$ cat src/hdl/assert_macros.svh
// Assertion macros shared by the packet flood filter RTL.
// No dependencies; included by the files that carry assertions.
`ifndef ASSERT_MACROS_SVH
`define ASSERT_MACROS_SVH

// Property must hold at every clock edge outside reset.
`define PFF_ASSERT(label, clk, rst_n, prop, msg) \
    label: assert property (@(posedge clk) disable iff (!rst_n) prop) else $error(msg);

// Expression must never be true outside reset.
`define PFF_NEVER(label, clk, rst_n, expr, msg) \
    label: assert property (@(posedge clk) disable iff (!rst_n) !(expr)) else $error(msg);

`endif

$ cat src/hdl/pff_pkg.sv
// Package for the packet flood filter: item and config types, codes, constants.
// No dependencies; used by every module of the block but pff_ram.
package pff_pkg;

    // Default sizes
    localparam int RATE_ENTRIES_DEF  = 8192;
    localparam int BLOCK_ENTRIES_DEF = 1024;
    localparam int TIME_BITS_DEF     = 48;

    // Field widths
    localparam int TICK_W  = 48;
    localparam int STAT_W  = 48;
    localparam int ADDR_W  = 32;
    localparam int COUNT_W = 16;
    localparam int SYN_W   = 17;
    localparam int CFG_IDX_W = 3;

    // Hash multiplier (golden ratio)
    localparam logic [ADDR_W-1:0] HASH_MULT = 32'h9E37_79B1;

    localparam logic [STAT_W-1:0] STAT_MAX = 48'hFFFF_FFFF_FFFF;
    localparam logic [SYN_W-1:0]  SYN_MAX  = 17'h1_FFFF;

    // Config register indexes
    localparam logic [CFG_IDX_W-1:0] CFG_MAX_PER_WINDOW = 3'd0;
    localparam logic [CFG_IDX_W-1:0] CFG_WINDOW_TICKS   = 3'd1;
    localparam logic [CFG_IDX_W-1:0] CFG_BLOCK_TICKS    = 3'd2;
    localparam logic [CFG_IDX_W-1:0] CFG_SYN_THRESHOLD  = 3'd3;
    localparam logic [CFG_IDX_W-1:0] CFG_UDP_LIMIT      = 3'd4;

    // Config reset values
    localparam logic [COUNT_W-1:0] RST_MAX_PER_WINDOW = 16'd100;
    localparam logic [TICK_W-1:0]  RST_WINDOW_TICKS   = 48'd1_000_000_000;
    localparam logic [TICK_W-1:0]  RST_BLOCK_TICKS    = 48'd60_000_000_000;
    localparam logic [15:0]        RST_SYN_THRESHOLD  = 16'd50;
    localparam logic [15:0]        RST_UDP_LIMIT      = 16'd1400;

    // Operation codes
    localparam logic OP_JUDGE = 1'b0;
    localparam logic OP_STAT  = 1'b1;

    // IP protocol numbers
    localparam logic [7:0] PROTO_TCP = 8'd6;
    localparam logic [7:0] PROTO_UDP = 8'd17;

    // Drop reasons
    localparam logic [2:0] REASON_NONE  = 3'd0;
    localparam logic [2:0] REASON_BLOCK = 3'd1;
    localparam logic [2:0] REASON_RATE  = 3'd2;
    localparam logic [2:0] REASON_SYN   = 3'd3;
    localparam logic [2:0] REASON_UDP   = 3'd4;

    // Statistic indexes
    localparam logic [1:0] STAT_TOTAL   = 2'd0;
    localparam logic [1:0] STAT_BLOCKED = 2'd1;
    localparam logic [1:0] STAT_SYN     = 2'd2;
    localparam logic [1:0] STAT_UDP     = 2'd3;

    typedef struct packed {
        logic              op;
        logic              is_ipv4;
        logic [ADDR_W-1:0] src_addr;
        logic [7:0]        protocol;
        logic              tcp_complete;
        logic              syn_flag;
        logic              ack_flag;
        logic [15:0]       total_length;
        logic [TICK_W-1:0] now_time;
        logic [1:0]        stat_index;
    } t_in_item;

    typedef struct packed {
        logic              drop;
        logic [2:0]        drop_reason;
        logic [STAT_W-1:0] stat_value;
    } t_out_item;

    typedef struct packed {
        logic [COUNT_W-1:0] max_per_window;
        logic [TICK_W-1:0]  window_ticks;
        logic [TICK_W-1:0]  block_ticks;
        logic [15:0]        syn_threshold;
        logic [15:0]        udp_length_limit;
    } t_cfg;

    typedef enum logic [2:0] {
        ST_CLEAR,
        ST_IDLE,
        ST_READ,
        ST_CMP,
        ST_DEC,
        ST_DONE
    } t_state;

endpackage

$ cat src/hdl/pff_hash.sv
// Source address hash stage: multiply by the golden-ratio constant, fold halves.
// Depends on pff_pkg (HASH_MULT, ADDR_W).
module pff_hash import pff_pkg::*; (
    input  logic              i_clk,
    input  logic              i_en,
    input  logic [ADDR_W-1:0] i_src,
    output logic [ADDR_W-1:0] o_hash
);

    logic [ADDR_W-1:0] r_prod;

    // Low word of the product, registered when an item is taken
    always_ff @(posedge i_clk) begin
        if (i_en) begin
            r_prod <= i_src * HASH_MULT;
        end
    end

    // Fold upper half into lower half
    assign o_hash = r_prod ^ (r_prod >> 16);

endmodule

$ cat config.mk
export PLATFORM = sky130hd
export DESIGN_NAME = pff_hash
export DESIGN_NICKNAME = d
export VERILOG_FILES = /design/src/hdl/assert_macros.svh /design/src/hdl/pff_pkg.sv /design/src/hdl/pff_hash.sv
export SDC_FILE = /design/constraint.sdc
export NUM_CORES = 1
export LEC_CHECK = 0
export BUFFER_PORTS_ARGS = -buffer_cell sky130_fd_sc_hd__buf_4
export CAP_MARGIN = 30
export CORE_MARGIN = 3
export CORE_UTILIZATION = 58
export DETAILED_ROUTE_END_ITERATION = 8
export PLACE_DENSITY = 0.8
export SLEW_MARGIN = 20
export SYNTH_ARGS = -nofsm -noshare
export SYNTH_HDL_FRONTEND = slang
export SYNTH_SLANG_ARGS = --single-unit
$ cat constraint.sdc
create_clock -name i_clk -period 6.6 [get_ports i_clk]
set_input_delay 0.33 -clock i_clk [delete_from_list [all_inputs] [get_ports i_clk]]
set_output_delay 0.33 -clock i_clk [all_outputs]
set_load 0.02 [all_outputs]
# After elaboration in Yosys (flattened, before gate mapping)
# Index checks and enable logic that the tools add are counted.
# Widths: inputs -> output; s select.
[word_totals]
regBits = 32
out_inout_bits = 32
wordCells = 3
[classes]
multipliers = 1
bitwise_logic = 1
[ops]
columns = ["cell", "n"]
rows = [
  ["$mul 32x32->32 const B", 1],
  ["$xor 32x16->32", 1],
]

# Logic depth before layout (Yosys ltp)
# Gate-level depths: netlist of the first run.
[logic_depth]
depth_word = 1
ltp_mapped = 25
mapped_depth_nobuf = 25

# Least setup slack after synthesis of the first run
# Ideal clock, no wire load.
[synth_timing]
kind = "input -> register"
start = "input port i_src[4]"
end = "register r_prod[30], data pin"
setup_time_ns = 0.260
t_arrival_ns = 6.311
t_required_ns = 6.340
slack_ns = 0.030
cell_stages = 25
cell_sequence = "inv_1 > fa_1 > inv_1 > fa_1 > fa_1 > inv_1 > fa_1 > inv_1 > fa_1 > inv_1 > fa_1 > inv_1 > fa_1 > inv_1 > fa_1 > inv_1 > ha_1 > o21ai_0 > nor2_1 > o41a_1 > or4_4 > nand2_2 > nor2_2 > o31ai_2 > xnor2_1"
[synth_between]
elab_chain_len = 1
[synth_lines]
columns = ["item", "line_no", "text"]
rows = [
  ["start: declaration", "pff_hash.sv:6", "input logic [ADDR_W-1:0] i_src,"],
  ["$mul 32x32->32", "pff_hash.sv:15", "r_prod <= i_src * HASH_MULT;"],
  ["end signal: assignment", "pff_hash.sv:15", ""],
  ["end: declaration", "pff_hash.sv:10", "logic [ADDR_W-1:0] r_prod;"],
]
# No other way between the ends.
# A chain may end at the register's enable or synchronous reset.

# Worst setup path in the final report of the first run
[layout_timing]
start = "input port i_src[5]"
end = "register r_prod[28], data pin"
# The elaborated chain is that of the path after synthesis.

==> out/qor.yml, run 1 <==
syn_avg_cell_area_sq_um: 10.5
yosys.area.top_type: "fa_1"
vias: 6571
hold_class: "primary input to flop"
ys_warn_count: 0
largestRegisters: "r_prod (32)"
die_area_sq_um: 19000
rows: 47
cts_root_buffer: "clkbuf_16"
nets: 1482
ant_nets: 0
wire_per_inst_um: 18.4
finalCriticalPeriod_ns: 6.36
grt_antenna_before_repair: 0
yosysMostFrequentCell: "inv_1"
crit_type: "primary input to flop"
synthTopCellsByArea: "fa_1 (41%), ha_1 (23%), inv_1 (13%)"
crit_top_cell: "fa_1"
slowest_delay_ns: 0.53
cts_buffers: 5
cp_num_buf_inv: 8
synthesis.area_sq_um: 10100
synthArstFlopShare_pct: 0
drive_above_1_share_pct: 12.6
grt_overflow: 0
report.final.setup_viol: 0
arrival_ns: 6.37
end_kind: "flop"
holdWs_ns: 0.502
portBuffers: 65
synth_fp_nets: 1386
critical_path_required_ns: 6.62
maxSlewViolCount: 0
clockBufferDepth: 2
place_inst: 1268
synthTopCellsByCount: "inv_1 (344), fa_1 (204), ha_1 (187)"
slew_headroom_pct: 72.1
timing.final.crit_share_pct: 96.3
dr.pass1.iters: 4
wl_um: 23500
synth_top_area_share_pct: 40.5
hold_viol: 0
synth_edf_count: 32
die-height_um: 138
status: "completed"
fmax_mhz: 157
fp.dieW_um: 138
grt_pass1_vias: 7382
place_area_sq_um: 11000
ys_seq_elements: 32
grt_max_degree: 33
dp_hpwl_um: 21100
critical_path.top_delay_family: "adder cells"
area_growth_syn_to_layout_pct: 11.6
largest_reg_flops: 32
antenna_cells: 0
maxCapViolations: 0
ctsHoldBuffers: 0
start_util_pct: 59.9
fin_cells: 1278
regMostFlops: "r_prod"
postLayoutCellArea_sq_um: 11200
io-pin-count: 66
cp_slowest_cell: "fa_1"
grt_use_total_pct: 26.8
cts.sinks: 32
drc: 0
grt_pass1_wl_um: 37700
tritoncts: "built"
core-area_sq_um: 16800
crit_path_max_fanout: 2
dr.first_iter.drc_count: 315
start_kind: "primary input"
htreeDepth: 2
dominantRegCellSynth: "edfxtp_1"
place_congestion: 0.954
hold_end: "r_prod[6]"
tightest_slew_ns: 0.415
synthCells: 961
avgViaCountPerCell: 5.14
path_clk_slew_ns: 0.06
seq_area_frac_synth_pct: 9.54
worstHoldPathCells: 1
hp-start: "i_en"
synth.distinct_cells: 41
## cell usage in the layout (no fill, tap or decap), types with 3 or more instances in the layout
cell type | Yosys | routed
nor2_1 | 12 | 11
clkbuf_16 | 0 | 5
inv_1 | 344 | 342
ha_1 | 187 | 185
nand2_1 | 11 | 11
xor2_1 | 28 | 28
o21ai_0 | 11 | 8
o21ai_1 | 2 | 5
a21oi_1 | 13 | 12
nand2b_1 | 3 | 3
a21o_1 | 7 | 7
fa_1 | 204 | 202
edfxtp_1 | 32 | 32
nor3_1 | 3 | 3
buf_4 | 16 | 105
xnor2_1 | 49 | 49
nand3_1 | 6 | 5
## worst max path at each step
stage,from,end,cells past startpoint
global placement,i_src[4],r_prod[30],26
floorplan,i_src[4],r_prod[30],25
CTS,i_src[5],r_prod[30],25
detailed placement,i_src[5],r_prod[30],25
finish,i_src[5],r_prod[28],25
global route,i_src[4],r_prod[30],26
## metal layers
metal / vias to the layer above / GRT usage (%) / wire [um]
met1: 3260 / 33.8 / 9200
met4: 0 / 11.5 / 1070
met2: 210 / 47.3 / 11900
met5: - / 0 / 0
met3: 58 / 2.23 / 1370
li1: 3043 / - / -
## layout make-up
| type | count | area [sq um] |
|---|---|---|
| Clock buffer | 6 | 129 |
| Inverter | 344 | 1300 |
| Timing Repair Buffer | 105 | 788 |
| Tap cell | 220 | 275 |
| Sequential cell | 32 | 961 |
| Multi-Input combinational cell | 569 | 7760 |
| Fill cell | 1307 | 5580 |
| Clock inverter | 2 | 35.0 |
## per-stage QoR
step	setup TNS, ns	util (%)	setup WS, ns
after floorplan	0	-	0.0296
after global placement	-0.274	65.4	-0.123
after detailed placement	-0.535	65.4	-0.193
after CTS	0	66.4	0.0946
after global routing	-0.0111	66.9	-0.00886
final	0	66.9	0.243
## cell families (layout without fill, tap and decap cells)
logic type	count (synthesis)	after routing	share of synthesized area [%]
AO/OA/AOI/OAI	54	54	3.66
XOR/XNOR	77	77	6.69
adder cells (fa/ha/maj)	391	391	63.8
buffers and inverters	360	457	14.0
flip-flops	32	32	9.54
AND/OR/NAND/NOR	47	47	2.33
## timing repair
item,4_1_cts,5_1_grt
resized for setup,0,18
buffers inserted,0,2
endpoints found under the setup margin,0,6
Power of run 1 is left out: the tool's default activity adds up to more than one toggle a clock period on the data nets, which glitch-free logic cannot reach.
==> run 2: changes to the inputs <==
--- a/config.mk
+++ b/config.mk
@@ -5,6 +5,7 @@
 export SDC_FILE = /design/constraint.sdc
 export NUM_CORES = 1
 export LEC_CHECK = 0
+export ABC_AREA = 1
 export BUFFER_PORTS_ARGS = -buffer_cell sky130_fd_sc_hd__buf_4
 export CAP_MARGIN = 30
 export CORE_MARGIN = 3
==> run 2 against run 1 <==
  * Flip-flop and latch count unchanged
  * Synthesized cell count increased by 13%
  * Worst setup slack improved by 0.17 ns
  * Global-route usage decreased by 0.63 points
  * Critical path type unchanged
==> out/qor.yml, run 2 <==
place_congestion: 1.01
drive_above_1_share_pct: 8.33
synth-simple-area-share_pct: 6.11
hold_viol: 0
grt_pass1_wl_um: 39700
synth_top_family_by_area: "adder cells"
htreeDepth: 2
path_depth: 24
synth_edf_count: 32
clockBufferDepth: 2
layout_common_cells: "inv_1 (380), fa_1 (204), ha_1 (187), nand2_1 (92), buf_4 (66)"
setup-tns-final_ns: 0
syn_avg_cell_area_sq_um: 9.67
utilization_pct: 64.6
tightest_slew_ns: 0.440
cp_cell_sequence: "buf_4 -> inv_1 -> fa_1 -> inv_1 -> fa_1 -> fa_1 -> inv_1 -> fa_1 -> inv_1 -> fa_1 -> fa_1 -> fa_1 -> inv_1 -> fa_1 -> inv_1 -> ha_1 -> nand2_1 -> inv_1 -> nand3_1 -> nor3_1 -> nand4_1 -> nand3_1 -> a31oi_1 -> xor2_1"
ys_seq_elements: 32
fp.dieW_um: 140
seq_area_frac_synth_pct: 9.18
hold_class: "primary input to flop"
regMostFlops: "r_prod"
yosysMostFrequentCell: "inv_1"
synth_fp_nets: 1508
synth-xor-area-share_pct: 5.10
synthTopCellsByCount: "inv_1 (380), fa_1 (204), ha_1 (187)"
grt_antenna_before_repair: 0
start_util_pct: 59.9
avgViaCountPerCell: 5.11
synthCells: 1083
wl_um: 24200
grt_max_degree: 33
tritoncts: "built"
grt_overflow: 0
grt_pass1_vias: 8070
cts_buffers: 5
synth_top_area_share_pct: 39.0
io-pin-count: 66
die-height_um: 140
fmax_mhz: 162
critical_path.top_delay_family: "adder cells"
crit_path_max_fanout: 9
largest_reg_flops: 32
die_area_sq_um: 19700
synth.distinct_cells: 34
critical_path_required_ns: 6.62
critPathCapture: "r_prod[28]"
cp_slowest_cell: "fa_1"
arrival_ns: 6.20
end_kind: "flop"
start_kind: "primary input"
ant_nets: 0
synthAdderAreaFrac_pct: 61.4
holdWs_ns: 0.393
nets: 1565
largestRegisters: "r_prod (32)"
cp_num_buf_inv: 8
rows: 48
antenna_cells: 0
rsz0062_at_grt: "no"
cts_root_buffer: "clkbuf_16"
yosys.area.top_type: "fa_1"
crit_type: "primary input to flop"
cts.sinks: 32
maxSlewViolCount: 0
wire_per_inst_um: 17.7
area_growth_syn_to_layout_pct: 7.94
synthTopCellsByArea: "fa_1 (39%), ha_1 (22%), inv_1 (14%)"
synth-compound-area-share_pct: 3.39
slew_headroom_pct: 70.6
ys_warn_count: 0
grt_use_total_pct: 26.2
crit_top_cell: "fa_1"
portBuffers: 65
finalCriticalPeriod_ns: 6.19
synthArstFlopShare_pct: 0
status: "completed"
dr.first_iter.drc_count: 322
final_common_cell: "inv_1"
maxCapViolations: 0
synth_mux_area_share_pct: 0
report.final.setup_viol: 0
timing.final.crit_share_pct: 93.7
synthesis.area_sq_um: 10500
dr.pass1.iters: 4
setup.worst_path.start: "i_src[5]"
slowest_delay_ns: 0.55
postCtsSetupRepairBufs: 0
dp_hpwl_um: 21800
dominantRegCellSynth: "edfxtp_1"
core-area_sq_um: 17500
vias: 6978
path_clk_slew_ns: 0.05
drc: 0
## run 2: routing by layer
| layer | vias to the layer above | wire length [um] | track usage [%] |
|---|---|---|---|
| met5 | - | 0 | 0 |
| met4 | 0 | 1210 | 11.4 |
| met3 | 77 | 1110 | 3.18 |
| met2 | 217 | 12300 | 47.9 |
| met1 | 3397 | 9540 | 30.8 |
| li1 | 3287 | - | - |
## run 2: final cells by class
class | count | area, sq um
timing repair buffer | 66 | 495
fill | 1408 | 6180
sequential | 32 | 961
clock inverter | 3 | 37.5
tap | 225 | 282
clock buffer | 5 | 125
multi-input combinational | 653 | 7960
inverter | 382 | 1430
## run 2: logic make-up after synthesis
logic type | count (synthesis)
AOI/OAI and AO/OA | 55
and+or+nand+nor | 146
DFF | 32
adders and majority gates | 391
xor gates and xnor gates | 61
buffers and inverters | 398
## run 2: worst min-delay path by stage
| stage | endpoint | slack (ns) | depth (start not counted) | from |
|---|---|---|---|---|
| floorplan | r_prod[0] | 0.43 | 0 | i_src[0] |
| global placement | r_prod[3] | 0.67 | 1 | i_src[3] |
| detailed placement | r_prod[1] | 0.66 | 1 | i_src[1] |
| CTS | r_prod[1] | 0.38 | 1 | i_src[1] |
| global route | r_prod[1] | 0.39 | 1 | i_src[1] |
| finish | r_prod[1] | 0.39 | 1 | i_src[1] |
## run 2: per-stage QoR
| stage | instance area [sq um] | cells | setup slack, ns |
|---|---|---|---|
| after global routing | 11300 | 1366 | 0.0947 |
| after detailed placement | 11100 | 1358 | 0.0242 |
| after floorplan | 10500 | 1083 | 0.667 |
| after CTS | 11300 | 1366 | 0.310 |
| final | 11300 | 1366 | 0.413 |
| after global placement | 11100 | 1358 | 0.136 |
## run 2: what timing repair did
item,in CTS,in global routing
setup endpoints to repair,0,1
hold buffers,0,0
gates resized for setup,0,2
Power of run 2 is left out for the same reason.
