**src/hdl/assert_macros.svh**
```systemverilog
// Assertion macros shared by the packet flood filter RTL.
// No dependencies; included by the files that carry assertions.
`ifndef ASSERT_MACROS_SVH
`define ASSERT_MACROS_SVH

// Property must hold at every clock edge outside reset.
`define PFF_ASSERT(label, clk, rst_n, prop, msg) \
    label: assert property (@(posedge clk) disable iff (!rst_n) prop) else $error(msg);

// Expression must never be true outside reset.
`define PFF_NEVER(label, clk, rst_n, expr, msg) \
    label: assert property (@(posedge clk) disable iff (!rst_n) !(expr)) else $error(msg);

`endif

```
**src/hdl/pff_pkg.sv**
```systemverilog
// Package for the packet flood filter: item and config types, codes, constants.
// No dependencies; used by every module of the block but pff_ram.
package pff_pkg;

    // Default sizes
    localparam int RATE_ENTRIES_DEF  = 8192;
    localparam int BLOCK_ENTRIES_DEF = 1024;
    localparam int TIME_BITS_DEF     = 48;

    // Field widths
    localparam int TICK_W  = 48;
    localparam int STAT_W  = 48;
    localparam int ADDR_W  = 32;
    localparam int COUNT_W = 16;
    localparam int SYN_W   = 17;
    localparam int CFG_IDX_W = 3;

    // Hash multiplier (golden ratio)
    localparam logic [ADDR_W-1:0] HASH_MULT = 32'h9E37_79B1;

    localparam logic [STAT_W-1:0] STAT_MAX = 48'hFFFF_FFFF_FFFF;
    localparam logic [SYN_W-1:0]  SYN_MAX  = 17'h1_FFFF;

    // Config register indexes
    localparam logic [CFG_IDX_W-1:0] CFG_MAX_PER_WINDOW = 3'd0;
    localparam logic [CFG_IDX_W-1:0] CFG_WINDOW_TICKS   = 3'd1;
    localparam logic [CFG_IDX_W-1:0] CFG_BLOCK_TICKS    = 3'd2;
    localparam logic [CFG_IDX_W-1:0] CFG_SYN_THRESHOLD  = 3'd3;
    localparam logic [CFG_IDX_W-1:0] CFG_UDP_LIMIT      = 3'd4;

    // Config reset values
    localparam logic [COUNT_W-1:0] RST_MAX_PER_WINDOW = 16'd100;
    localparam logic [TICK_W-1:0]  RST_WINDOW_TICKS   = 48'd1_000_000_000;
    localparam logic [TICK_W-1:0]  RST_BLOCK_TICKS    = 48'd60_000_000_000;
    localparam logic [15:0]        RST_SYN_THRESHOLD  = 16'd50;
    localparam logic [15:0]        RST_UDP_LIMIT      = 16'd1400;

    // Operation codes
    localparam logic OP_JUDGE = 1'b0;
    localparam logic OP_STAT  = 1'b1;

    // IP protocol numbers
    localparam logic [7:0] PROTO_TCP = 8'd6;
    localparam logic [7:0] PROTO_UDP = 8'd17;

    // Drop reasons
    localparam logic [2:0] REASON_NONE  = 3'd0;
    localparam logic [2:0] REASON_BLOCK = 3'd1;
    localparam logic [2:0] REASON_RATE  = 3'd2;
    localparam logic [2:0] REASON_SYN   = 3'd3;
    localparam logic [2:0] REASON_UDP   = 3'd4;

    // Statistic indexes
    localparam logic [1:0] STAT_TOTAL   = 2'd0;
    localparam logic [1:0] STAT_BLOCKED = 2'd1;
    localparam logic [1:0] STAT_SYN     = 2'd2;
    localparam logic [1:0] STAT_UDP     = 2'd3;

    typedef struct packed {
        logic              op;
        logic              is_ipv4;
        logic [ADDR_W-1:0] src_addr;
        logic [7:0]        protocol;
        logic              tcp_complete;
        logic              syn_flag;
        logic              ack_flag;
        logic [15:0]       total_length;
        logic [TICK_W-1:0] now_time;
        logic [1:0]        stat_index;
    } t_in_item;

    typedef struct packed {
        logic              drop;
        logic [2:0]        drop_reason;
        logic [STAT_W-1:0] stat_value;
    } t_out_item;

    typedef struct packed {
        logic [COUNT_W-1:0] max_per_window;
        logic [TICK_W-1:0]  window_ticks;
        logic [TICK_W-1:0]  block_ticks;
        logic [15:0]        syn_threshold;
        logic [15:0]        udp_length_limit;
    } t_cfg;

    typedef enum logic [2:0] {
        ST_CLEAR,
        ST_IDLE,
        ST_READ,
        ST_CMP,
        ST_DEC,
        ST_DONE
    } t_state;

endpackage

```
**src/hdl/pff_ctrl.sv**
```systemverilog
// Verdict sequencer: table clearing, read-compare-decide-write per item,
// statistics, SYN counter and the output register.
// Depends on pff_pkg and assert_macros.svh.
`include "assert_macros.svh"

module pff_ctrl import pff_pkg::*; #(
    parameter int RATE_ENTRIES  = RATE_ENTRIES_DEF,
    parameter int BLOCK_ENTRIES = BLOCK_ENTRIES_DEF,
    parameter int TIME_BITS     = TIME_BITS_DEF,
    localparam int RATE_AW = $clog2(RATE_ENTRIES),
    localparam int BLK_AW  = $clog2(BLOCK_ENTRIES),
    localparam int RATE_W  = 1 + ADDR_W + TIME_BITS + COUNT_W,
    localparam int BLK_W   = 1 + ADDR_W + TIME_BITS
) (
    input  logic               i_clk,
    input  logic               i_rst_n,
    input  t_cfg               i_cfg,
    // input items
    input  logic               i_in_valid,
    output logic               o_in_ready,
    input  t_in_item           i_in_item,
    // result items
    output logic               o_out_valid,
    input  logic               i_out_ready,
    output t_out_item          o_out_item,
    // hash stage
    output logic               o_hash_en,
    input  logic [ADDR_W-1:0]  i_hash,
    // rate table
    output logic               o_rate_we,
    output logic [RATE_AW-1:0] o_rate_waddr,
    output logic [RATE_W-1:0]  o_rate_wdata,
    output logic               o_rate_re,
    output logic [RATE_AW-1:0] o_rate_raddr,
    input  logic [RATE_W-1:0]  i_rate_rdata,
    // blocklist table
    output logic               o_blk_we,
    output logic [BLK_AW-1:0]  o_blk_waddr,
    output logic [BLK_W-1:0]   o_blk_wdata,
    output logic               o_blk_re,
    output logic [BLK_AW-1:0]  o_blk_raddr,
    input  logic [BLK_W-1:0]   i_blk_rdata
);

    localparam int MAX_DEPTH = (RATE_ENTRIES > BLOCK_ENTRIES) ? RATE_ENTRIES : BLOCK_ENTRIES;
    localparam int CLR_AW    = $clog2(MAX_DEPTH);
    localparam int NOW_B     = (TIME_BITS < TICK_W) ? TIME_BITS : TICK_W;
    localparam int CMP_W     = (TIME_BITS > TICK_W) ? TIME_BITS : TICK_W;

    t_state              r_state, n_state;
    logic [CLR_AW-1:0]   r_clr;
    t_in_item            r_item;
    logic [2:0]          r_reason;
    logic [STAT_W-1:0]   r_stat [4];
    logic [SYN_W-1:0]    r_syn;
    logic                r_out_valid;
    t_out_item           r_out;
    logic                r_blk_match, r_blk_exp, r_rate_match, r_rate_exp;

    logic                w_accept, w_out_load;
    logic [TIME_BITS-1:0] w_now;
    // entry fields
    logic                w_blk_valid, w_rate_valid;
    logic [ADDR_W-1:0]   w_blk_tag, w_rate_tag;
    logic [TIME_BITS-1:0] w_blk_start, w_rate_start, w_blk_age, w_rate_age;
    logic [COUNT_W-1:0]  w_rate_cnt;
    // decision
    logic                w_blk_live, w_rate_fresh, w_rate_over, w_judged;
    logic                w_syn_pkt, w_udp_pkt, w_blk_set, w_blk_clr;
    logic [SYN_W-1:0]    w_syn_inc;
    logic [2:0]          w_reason;
    logic [3:0]          w_bump;
    logic [RATE_W-1:0]   w_rate_entry;
    logic [BLK_W-1:0]    w_blk_entry;
    t_out_item           w_out;

    assign w_accept   = i_in_valid && o_in_ready;
    assign w_now      = TIME_BITS'(r_item.now_time[NOW_B-1:0]);

    // Unpack table entries
    assign w_blk_valid  = i_blk_rdata[BLK_W-1];
    assign w_blk_tag    = i_blk_rdata[BLK_W-2 -: ADDR_W];
    assign w_blk_start  = i_blk_rdata[TIME_BITS-1:0];
    assign w_rate_valid = i_rate_rdata[RATE_W-1];
    assign w_rate_tag   = i_rate_rdata[RATE_W-2 -: ADDR_W];
    assign w_rate_start = i_rate_rdata[TIME_BITS+COUNT_W-1:COUNT_W];
    assign w_rate_cnt   = i_rate_rdata[COUNT_W-1:0];

    // Ages wrap modulo 2^TIME_BITS
    assign w_blk_age  = w_now - w_blk_start;
    assign w_rate_age = w_now - w_rate_start;

    // Verdict and table updates for the decide cycle
    always_comb begin
        w_blk_live   = r_blk_match && !r_blk_exp;
        w_rate_fresh = !r_rate_match || r_rate_exp;
        w_rate_over  = !w_blk_live && !w_rate_fresh && (w_rate_cnt >= i_cfg.max_per_window);
        w_judged     = !w_blk_live && !w_rate_over;
        w_syn_pkt    = (r_item.protocol == PROTO_TCP) && r_item.tcp_complete
                       && r_item.syn_flag && !r_item.ack_flag;
        w_udp_pkt    = (r_item.protocol == PROTO_UDP);
        w_syn_inc    = (r_syn < SYN_MAX) ? (r_syn + SYN_W'(1)) : r_syn;

        priority if (w_blk_live) begin
            w_reason = REASON_BLOCK;
        end else if (w_rate_over) begin
            w_reason = REASON_RATE;
        end else if (w_syn_pkt && (w_syn_inc > SYN_W'(i_cfg.syn_threshold))) begin
            w_reason = REASON_SYN;
        end else if (w_udp_pkt && (r_item.total_length > i_cfg.udp_length_limit)) begin
            w_reason = REASON_UDP;
        end else begin
            w_reason = REASON_NONE;
        end

        w_bump               = '0;
        w_bump[STAT_TOTAL]   = 1'b1;
        w_bump[STAT_BLOCKED] = w_blk_live || w_rate_over;
        w_bump[STAT_SYN]     = w_judged && w_syn_pkt;
        w_bump[STAT_UDP]     = w_judged && w_udp_pkt;

        w_blk_set = (w_reason == REASON_RATE) || (w_reason == REASON_SYN)
                    || (w_reason == REASON_UDP);
        w_blk_clr = r_blk_match && r_blk_exp;
        w_blk_entry = w_blk_set ? {1'b1, r_item.src_addr, w_now} : '0;

        if (w_rate_fresh) begin
            w_rate_entry = {1'b1, r_item.src_addr, w_now, COUNT_W'(1)};
        end else begin
            w_rate_entry = {1'b1, r_item.src_addr, w_rate_start, w_rate_cnt + COUNT_W'(1)};
        end
    end

    // Result item
    always_comb begin
        w_out.drop        = (r_reason != REASON_NONE);
        w_out.drop_reason = r_reason;
        w_out.stat_value  = (r_item.op == OP_STAT) ? r_stat[r_item.stat_index] : '0;
    end

    // Next state
    always_comb begin
        n_state = r_state;
        unique case (r_state)
            ST_CLEAR: begin
                if (r_clr == CLR_AW'(MAX_DEPTH - 1)) n_state = ST_IDLE;
            end
            ST_IDLE: begin
                if (i_in_valid) begin
                    if (i_in_item.op == OP_STAT || !i_in_item.is_ipv4) n_state = ST_DONE;
                    else n_state = ST_READ;
                end
            end
            ST_READ: n_state = ST_CMP;
            ST_CMP:  n_state = ST_DEC;
            ST_DEC:  n_state = ST_DONE;
            ST_DONE: begin
                if (!r_out_valid || i_out_ready) n_state = ST_IDLE;
            end
            default: n_state = ST_CLEAR;
        endcase
    end

    // State outputs
    always_comb begin
        o_in_ready   = 1'b0;
        o_rate_re    = 1'b0;
        o_blk_re     = 1'b0;
        o_rate_we    = 1'b0;
        o_blk_we     = 1'b0;
        o_rate_waddr = i_hash[RATE_AW-1:0];
        o_blk_waddr  = i_hash[BLK_AW-1:0];
        o_rate_wdata = w_rate_entry;
        o_blk_wdata  = w_blk_entry;
        w_out_load   = 1'b0;
        unique case (r_state)
            ST_CLEAR: begin
                o_rate_we    = 1'b1;
                o_blk_we     = 1'b1;
                o_rate_waddr = r_clr[RATE_AW-1:0];
                o_blk_waddr  = r_clr[BLK_AW-1:0];
                o_rate_wdata = '0;
                o_blk_wdata  = '0;
            end
            ST_IDLE: o_in_ready = 1'b1;
            ST_READ: begin
                o_rate_re = 1'b1;
                o_blk_re  = 1'b1;
            end
            ST_CMP: ;
            ST_DEC: begin
                o_rate_we = w_judged;
                o_blk_we  = w_blk_set || w_blk_clr;
            end
            ST_DONE: w_out_load = !r_out_valid || i_out_ready;
            default: ;
        endcase
    end

    assign o_rate_raddr = i_hash[RATE_AW-1:0];
    assign o_blk_raddr  = i_hash[BLK_AW-1:0];
    assign o_hash_en    = w_accept;

    // Control state
    always_ff @(posedge i_clk) begin
        if (!i_rst_n) begin
            r_state     <= ST_CLEAR;
            r_clr       <= '0;
            r_syn       <= '0;
            r_out_valid <= 1'b0;
            for (int k = 0; k < 4; k++) r_stat[k] <= '0;
        end else begin
            r_state <= n_state;
            if (r_state == ST_CLEAR) r_clr <= r_clr + CLR_AW'(1);
            if (r_state == ST_DEC) begin
                for (int k = 0; k < 4; k++) begin
                    if (w_bump[k] && r_stat[k] != STAT_MAX) r_stat[k] <= r_stat[k] + STAT_W'(1);
                end
                if (w_judged && w_syn_pkt) begin
                    r_syn <= (w_reason == REASON_SYN) ? '0 : w_syn_inc;
                end
            end
            if (w_out_load) r_out_valid <= 1'b1;
            else if (i_out_ready) r_out_valid <= 1'b0;
        end
    end

    // Payload registers
    always_ff @(posedge i_clk) begin
        if (w_accept) begin
            r_item   <= i_in_item;
            r_reason <= REASON_NONE;
        end
        if (r_state == ST_CMP) begin
            r_blk_match  <= w_blk_valid && (w_blk_tag == r_item.src_addr);
            r_blk_exp    <= CMP_W'(w_blk_age) > CMP_W'(i_cfg.block_ticks);
            r_rate_match <= w_rate_valid && (w_rate_tag == r_item.src_addr);
            r_rate_exp   <= CMP_W'(w_rate_age) > CMP_W'(i_cfg.window_ticks);
        end
        if (r_state == ST_DEC) r_reason <= w_reason;
        if (w_out_load) r_out <= w_out;
    end

    assign o_out_valid = r_out_valid;
    assign o_out_item  = r_out;

    // Tables are written only while clearing or deciding
    `PFF_NEVER(a_wr_state, i_clk, i_rst_n, (o_rate_we || o_blk_we) && !(r_state == ST_CLEAR || r_state == ST_DEC), "table write outside clear or decide")
    // Every judged packet advances the total count unless saturated
    `PFF_ASSERT(a_total_bump, i_clk, i_rst_n, (r_state == ST_DEC) |=> (r_stat[STAT_TOTAL] == $past(r_stat[STAT_TOTAL]) + STAT_W'(1) || r_stat[STAT_TOTAL] == STAT_MAX), "total statistic not bumped")
    // A SYN flood verdict restarts the SYN counter
    `PFF_ASSERT(a_syn_reset, i_clk, i_rst_n, (r_state == ST_DEC && w_reason == REASON_SYN) |=> (r_syn == '0), "SYN counter not cleared")
    // No item is taken while the tables are being cleared
    `PFF_NEVER(a_clear_block, i_clk, i_rst_n, w_accept && r_clr != '0 && $past(r_state) == ST_CLEAR && r_state == ST_CLEAR, "item taken during clear")

endmodule

```
**config.mk**
```make
export PLATFORM = sky130hd
export DESIGN_NAME = pff_ctrl
export DESIGN_NICKNAME = d
export VERILOG_FILES = /design/src/hdl/pff_pkg.sv /design/src/hdl/pff_ctrl.sv
export VERILOG_INCLUDE_DIRS = /design/src /design/src/hdl
export SDC_FILE = /design/constraint.sdc
export NUM_CORES = 1
export LEC_CHECK = 0
export BUFFER_PORTS_ARGS = -buffer_cell sky130_fd_sc_hd__buf_2
export CORE_AREA = 4 4 291 293
export DETAILED_ROUTE_END_ITERATION = 16
export DIE_AREA = 0 0 295 297
export GPL_TIMING_DRIVEN = 0
export PLACE_DENSITY = 0.69
export REMOVE_ABC_BUFFERS = 1
export SLEW_MARGIN = 15
export SYNTH_ARGS = -nofsm -noshare
export SYNTH_HDL_FRONTEND = slang
export SYNTH_SLANG_ARGS = --single-unit
```
**constraint.sdc**
```tcl
create_clock -name i_clk -period 13.15 [get_ports i_clk]
set_input_delay 2.63 -clock i_clk [delete_from_list [all_inputs] [get_ports i_clk]]
set_output_delay 2.63 -clock i_clk [all_outputs]
set_load 0.1 [all_outputs]
```
# Word-level counts from Yosys, hierarchy flattened
# Memory sizes are Yosys's and may differ from the RTL's. A register that Yosys moved wholly into a read port is not among the register bits.
# Cells that the tools add are included.
[word_totals]
latch_bits = 0
rom_bits = 0
wordCells = 147
reg_bits = 155
mem_count = 1
input_bits = 469
mem_bits_rw = 192
[mem_list]
columns = ["name", "depth", "width", "rd", "rd_clocked_by_memory_dff", "wr", "line_no", "source"]
rows = [
  ["r_stat", 4, 48, 5, 1, 4, "pff_ctrl.sv:54", "logic [STAT_W-1:0] r_stat [4];"],
]
[op_classes]
n_addsub = 9
shifts = 0
mux = 47
order_cmp = 6
reduce_logical = 40
n_eq_ne = 20
div_mod_pow = 0
n_bitwise = 4
n_mul = 0
[ops]
columns = ["operator", "n"]
rows = [
  ["adder 48 x 1 -> 48 bit, second input constant", 4],
  ["two-way mux 48 bit", 4],
  ["!= test 48 bit, second input constant", 4],
  ["two-way mux 81 bit", 2],
  ["two-way mux 97 bit", 1],
  ["> comparator 48 bit", 2],
  ["subtractor 48 bit", 2],
  ["equality test 32 bit", 2],
  ["two-way mux 64 bit", 1],
  ["two-way mux 17 bit", 2],
  ["two-way mux 3 bit", 10],
  ["two-way mux 1 bit", 22],
  ["logical AND 1 bit", 18],
  ["case mux 3 bit (6 select lines)", 1],
  ["adder 17 x 1 -> 17 bit, second input constant", 1],
  ["> comparator 17 x 16 -> 1 bit", 1],
  ["< comparator 17 bit, second input constant", 1],
  ["adder 16 x 1 -> 16 bit, second input constant", 1],
  [">= comparator 16 bit", 1],
  ["> comparator 16 bit", 1],
  ["adder 13 x 1 -> 13 bit, second input constant", 1],
  ["equality test 13 bit, second input constant", 1],
  ["two-way mux 13 bit", 1],
  ["equality test 3 x 2 -> 1 bit, second input constant", 4],
  ["15 further kinds", 38],
]

# Logic depth before layout (Yosys ltp)
[depth]
word_depth = 14
ltp_mapped = 23
ltp_nobuf = 23

# Least setup slack after synthesis
# Ideal clock, no wire load.
[synth_path]
path_type = "in2out"
start = "input port i_cfg[24] (netlist name)"
end = "output port o_blk_we"
n_path_buf = 1
cell_stages = 11
slack_ns = 4.380
t_arrival_ns = 6.140
path_cell_list = "inv_1 -> ha_1 -> nand4_1 -> nor3_1 -> nor2_1 -> o211ai_1 -> a21oi_1 -> o22ai_1 -> buf_2 -> a221oi_1 -> a21boi_0"
[synth_between]
elab_chain_cells = 10
word_cells_on_any_way = 12
classes_between = "order compare: 1; eq/ne: 3; mux: 4; reduce/logical: 4"
[synth_rtl]
columns = ["item", "line_no", "source"]
rows = [
  ["start, declared", "pff_ctrl.sv:17", "input t_cfg i_cfg,"],
  ["> comparator 17 x 16 -> 1 bit *", "pff_ctrl.sv:108", "end else if (w_syn_pkt && (w_syn_inc > SYN_W'(i_cfg.syn_threshold))) begin"],
  ["logical AND 1 bit *", "pff_ctrl.sv:108", ""],
  ["two-way mux 3 bit *", "pff_ctrl.sv:108", ""],
  ["two-way mux 3 bit *", "pff_ctrl.sv:106", "end else if (w_rate_over) begin"],
  ["two-way mux 3 bit *", "pff_ctrl.sv:104", "priority if (w_blk_live) begin"],
  ["equality test 3 x 2 -> 1 bit", "pff_ctrl.sv:122", "w_blk_set = (w_reason == REASON_RATE) || (w_reason == REASON_SYN)"],
  ["logical OR 1 bit", "pff_ctrl.sv:122", ""],
  ["logical OR 1 bit *", "pff_ctrl.sv:123", "|| (w_reason == REASON_UDP);"],
  ["logical OR 1 bit *", "pff_ctrl.sv:193", "o_blk_we = w_blk_set || w_blk_clr;"],
  ["case mux 1 bit (2 select lines) *", "pff_ctrl.sv:176", "unique case (r_state)"],
  ["end, declared", "pff_ctrl.sv:37", "output logic o_blk_we,"],
]
# Every way passes the cells marked *; elsewhere a longest branch is shown, timed or not.

# Worst setup path in the final report
[layout_path]
start = "input port i_rate_rdata[0]"
end = "output port o_blk_wdata[65]"
[layout_between]
elab_chain_cells = 9
word_cells_on_any_way = 11
classes_between = "order compare: 1; eq/ne: 3; mux: 4; reduce/logical: 3"
[layout_rtl]
columns = ["item", "line_no", "source"]
rows = [
  ["start, declared", "pff_ctrl.sv:35", "input logic [RATE_W-1:0] i_rate_rdata,"],
  [">= comparator 16 bit *", "pff_ctrl.sv:97", "w_rate_over = !w_blk_live && !w_rate_fresh && (w_rate_cnt >= i_cfg.max_per_window);"],
  ["logical AND 1 bit *", "pff_ctrl.sv:97", ""],
  ["two-way mux 3 bit *", "pff_ctrl.sv:106", ""],
  ["two-way mux 3 bit *", "pff_ctrl.sv:104", ""],
  ["equality test 3 x 2 -> 1 bit", "pff_ctrl.sv:122", ""],
  ["logical OR 1 bit", "pff_ctrl.sv:122", ""],
  ["logical OR 1 bit *", "pff_ctrl.sv:123", ""],
  ["two-way mux 81 bit *", "pff_ctrl.sv:125", "w_blk_entry = w_blk_set ? {1'b1, r_item.src_addr, w_now} : '0;"],
  ["two-way mux 81 bit *", "pff_ctrl.sv:176", ""],
  ["end, declared", "pff_ctrl.sv:39", "output logic [BLK_W-1:0] o_blk_wdata,"],
]
# Marks and branches as above.

==> impl_metrics.yaml <==
route:
  via_per_inst: 5.30
  drt_iter0_markers: 2130
  ant_nets: 0
  route.detailed.drc: 0
  drt-met1-wl_um: 45100
  highest_layer: "met5"
  wl_met3_um: 8480
  wl_met2_um: 53800
  wl_um: 114000
  vias: 27200
  routedWlPerCell_um: 22.3
  first_pass_iters: 5
grt:
  grt.overflow.total: 0
  grt_first_pass_wirelength_um: 166000
  grt_antenna_before_repair: 37
  grt_pass1_vias: 26200
  track_usage_pct: 25.1
  grt_start_max_net_pins: 59
synth:
  synth.distinct_cells: 85
  synth_largest_area_cell: "edfxtp_1"
  yosysTopAreaCellShare_pct: 35.6
  synthFlopType: "edfxtp_1"
  synth_edf_count: 361
  ys_seq_area_share_pct: 37.9
  synth.avg_cell_area_um2: 9.23
  synth_area_mm2: 0.0304
  synthTopCellsByArea: "edfxtp_1 (36%), ha_1 (10%), xnor2_1 (5.8%)"
  async_flop_share_pct: 0
  ys_ff_latch: 395
  synthCells: 3297
  ys_warn_count: 0
clocking:
  cts_setup_buffers: 0
  post_cts_resized: 0
  clk_path_buf_depth: 3
  hold_buffers: 0
  htreeDepth: 2
  cts_tree: "yes"
  numCtsBuffers: 50
  root_buffer: "clkbuf_16"
  cts_sinks: 395
  clk_pin_slew_worst_paths_ns: 0.06
  clk_latency_ns: 0.63
floorplanning:
  dieArea_mm2: 0.0876
  dieWidth_um: 295
  die_h_um: 297
  row_count: 105
  io_pins: 752
  initial_core_util_pct: 37.2
  placeableCoreArea_mm2: 0.0818
power:
  power_density_mw_per_mm2: 89.3
  ir_drop_v: 0.0000906
  p_leak_nw: 16.5
sta:
  post-route-period-util_pct: 68.6
  timing.final.hold_violations: 0
  min_period_ns: 9.02
  setup_tns_ns: 0
  setup_viol: 0
  clock_skew_ns: 0.0310
  grt_setup_unrepaired: "no"
  report.final.slew_viol_count: 0
  relSlewSlack_pct: 29.4
  hold-worst-slack_ns: 0.436
  tightestPinTransition_ns: 1.06
  fmax_mhz: 111
final_layout:
  instances_no_fill: 5125
  nets: 4698
  fill_cells: 7924
  final_common_cell: "buf_2"
  area_growth_pct: 22.3
  final_cell_mix: "buf_2 (733), edfxtp_1 (361), nor2_1 (338)"
  layout-drive-gt1-share_pct: 23.4
worst_setup_path:
  crit_slowest_cell: "o21ai_1"
  critical-path-top-delay-family: "compound AO/OA/AOI/OAI gates"
  path_max_fanout: 37
  critPathLaunchType: "primary input"
  required_ns: 10.52
  setup.worst_path.end_class: "primary output"
  crit_arrival_ns: 6.39
  cpPeakStageDelay_ns: 0.62
  cp_cell_sequence: "buf_2 > inv_1 > ha_1 > nand2b_1 > a21o_1 > a21oi_1 > o21ai_1 > a2111oi_2 > o21ai_1 > a32oi_1 > a21boi_4 > buf_16 > buf_8 > buf_16 > and2_1 > buf_2"
  path_class: "in2out"
  crit_buf_inv: 6
place:
  dp_cells: 5000
  numPortBuffers: 732
  gp_congestion: 0.959
  dp_hpwl_um: 92000
outcome:
  run_status: "complete, no violations"
flow_run:
  max_cap_viol_count: 0
hold_path:
  min_path_type: "reg2reg"
## worst register-to-register path, delay by kind of cell, from the launching register on
family	cells	cell delay, ns
buffers and inverters	2	0.16
AO/OA/AOI/OAI	10	2.50
flip-flops	1	0.42
adder cells (fa/ha/maj)	3	0.91
AND/OR/NAND/NOR	6	1.30
XOR/XNOR	1	0.10
## synthesized netlist by cell type (all sizes together), types with 14 or more instances
| library cell | count |
|---|---|
| inv | 294 |
| a31oi | 14 |
| and2 | 178 |
| nand3 | 124 |
| nand2b | 17 |
| a21o | 88 |
| buf | 74 |
| mux4 | 48 |
| nor4 | 19 |
| nor2 | 339 |
| and4 | 17 |
| and3 | 60 |
| edfxtp | 361 |
| nand2 | 318 |
| o21a | 21 |
| dfxtp | 34 |
| ha | 245 |
| xor2 | 170 |
| or3 | 14 |
| o21ai | 100 |
| xnor2 | 203 |
| a21oi | 218 |
| nand4 | 87 |
| o21bai | 20 |
| nor2b | 33 |
| nor3 | 32 |
| clkbuf | 63 |
## path summary, 6_finish.rpt
check / startpoint / slack, ns / to / depth (start not counted)
setup / recovery: i_rate_rdata[0] / 4.13 / o_blk_wdata[65] / 16
hold / removal: r_reason[0]$_SDFFCE_PN0P_ / 0.44 / o_out_item[48]$_DFFE_PP_ / 0
setup reg to reg: w_now[0]$_DFFE_PP_ / 7.50 / r_blk_exp$_DFFE_PP_ / 22
hold reg to reg: r_reason[0]$_SDFFCE_PN0P_ / 0.44 / o_out_item[48]$_DFFE_PP_ / 0
## final cells by class
class / instances / area [um^2] / area share (%)
inverter: 294 / 1100 / 2.97
antenna: 34 / 85.1 / 0.229
multi-input combinational: 2471 / 17100 / 46.1
tap: 1070 / 1340 / 3.60
clock buffer: 57 / 1310 / 3.52
timing repair buffer: 770 / 4300 / 11.6
clock inverter: 34 / 394 / 1.06
sequential: 395 / 11500 / 31.0
## layer usage
| metal | global-route usage, % | vias to the layer above |
|---|---|---|
| met4 | 13.9 | 2 |
| met3 | 5.56 | 229 |
| met2 | 41.7 | 1073 |
| li1 | - | 12900 |
| met1 | 30.1 | 12900 |
| met5 | 0 | - |
## registers in the layout, summed over array words and instances, names as in the netlist
signal        count
r_rate_match      1
r_item           62
r_blk_exp         1
r_syn            17
r_stat          192
r_reason          3
r_state           3
r_clr            13
o_out_valid       1
o_out_item       52
r_blk_match       1
w_now            48
r_rate_exp        1
## cell families (layout without fill, tap and decap cells)
| kind of cell | Yosys count | count (layout) | synth area share, % |
|---|---|---|---|
| AND/OR/NAND/NOR | 1265 | 1265 | 20.6 |
| AO/OA/AOI/OAI | 537 | 537 | 10.9 |
| other | 0 | 34 | 0 |
| adder cells (fa/ha/maj) | 247 | 247 | 10.2 |
| XOR/XNOR | 373 | 373 | 10.7 |
| buffers and inverters | 431 | 1155 | 6.09 |
| multiplexers | 49 | 49 | 3.59 |
| flip-flops | 395 | 395 | 37.9 |
## through the flow
step	util [%]	setup slack (ns)	total power [W]	area, um^2
6_report	45.4	4.13	0.00332	37200
5_1_grt	45.4	3.95	0.00346	37200
4_1_cts	45.3	4.23	0.00335	37100
3_5_place_dp	43.2	4.24	0.00190	35400
3_3_place_gp	42.4	-3.43	0.00189	34700
2_1_floorplan	-	-0.500	0.00170	29700
## report_power, final
group | internal (W) | total (W) | switching (W)
logic | 0.000201 | 0.000472 | 0.000271
clock network | 0.000825 | 0.00143 | 0.000608
registers | 0.00139 | 0.00142 | 0.0000281
total | 0.00241 | 0.00332 | 0.000907
Note: power is estimated with default switching activity, not from simulation.
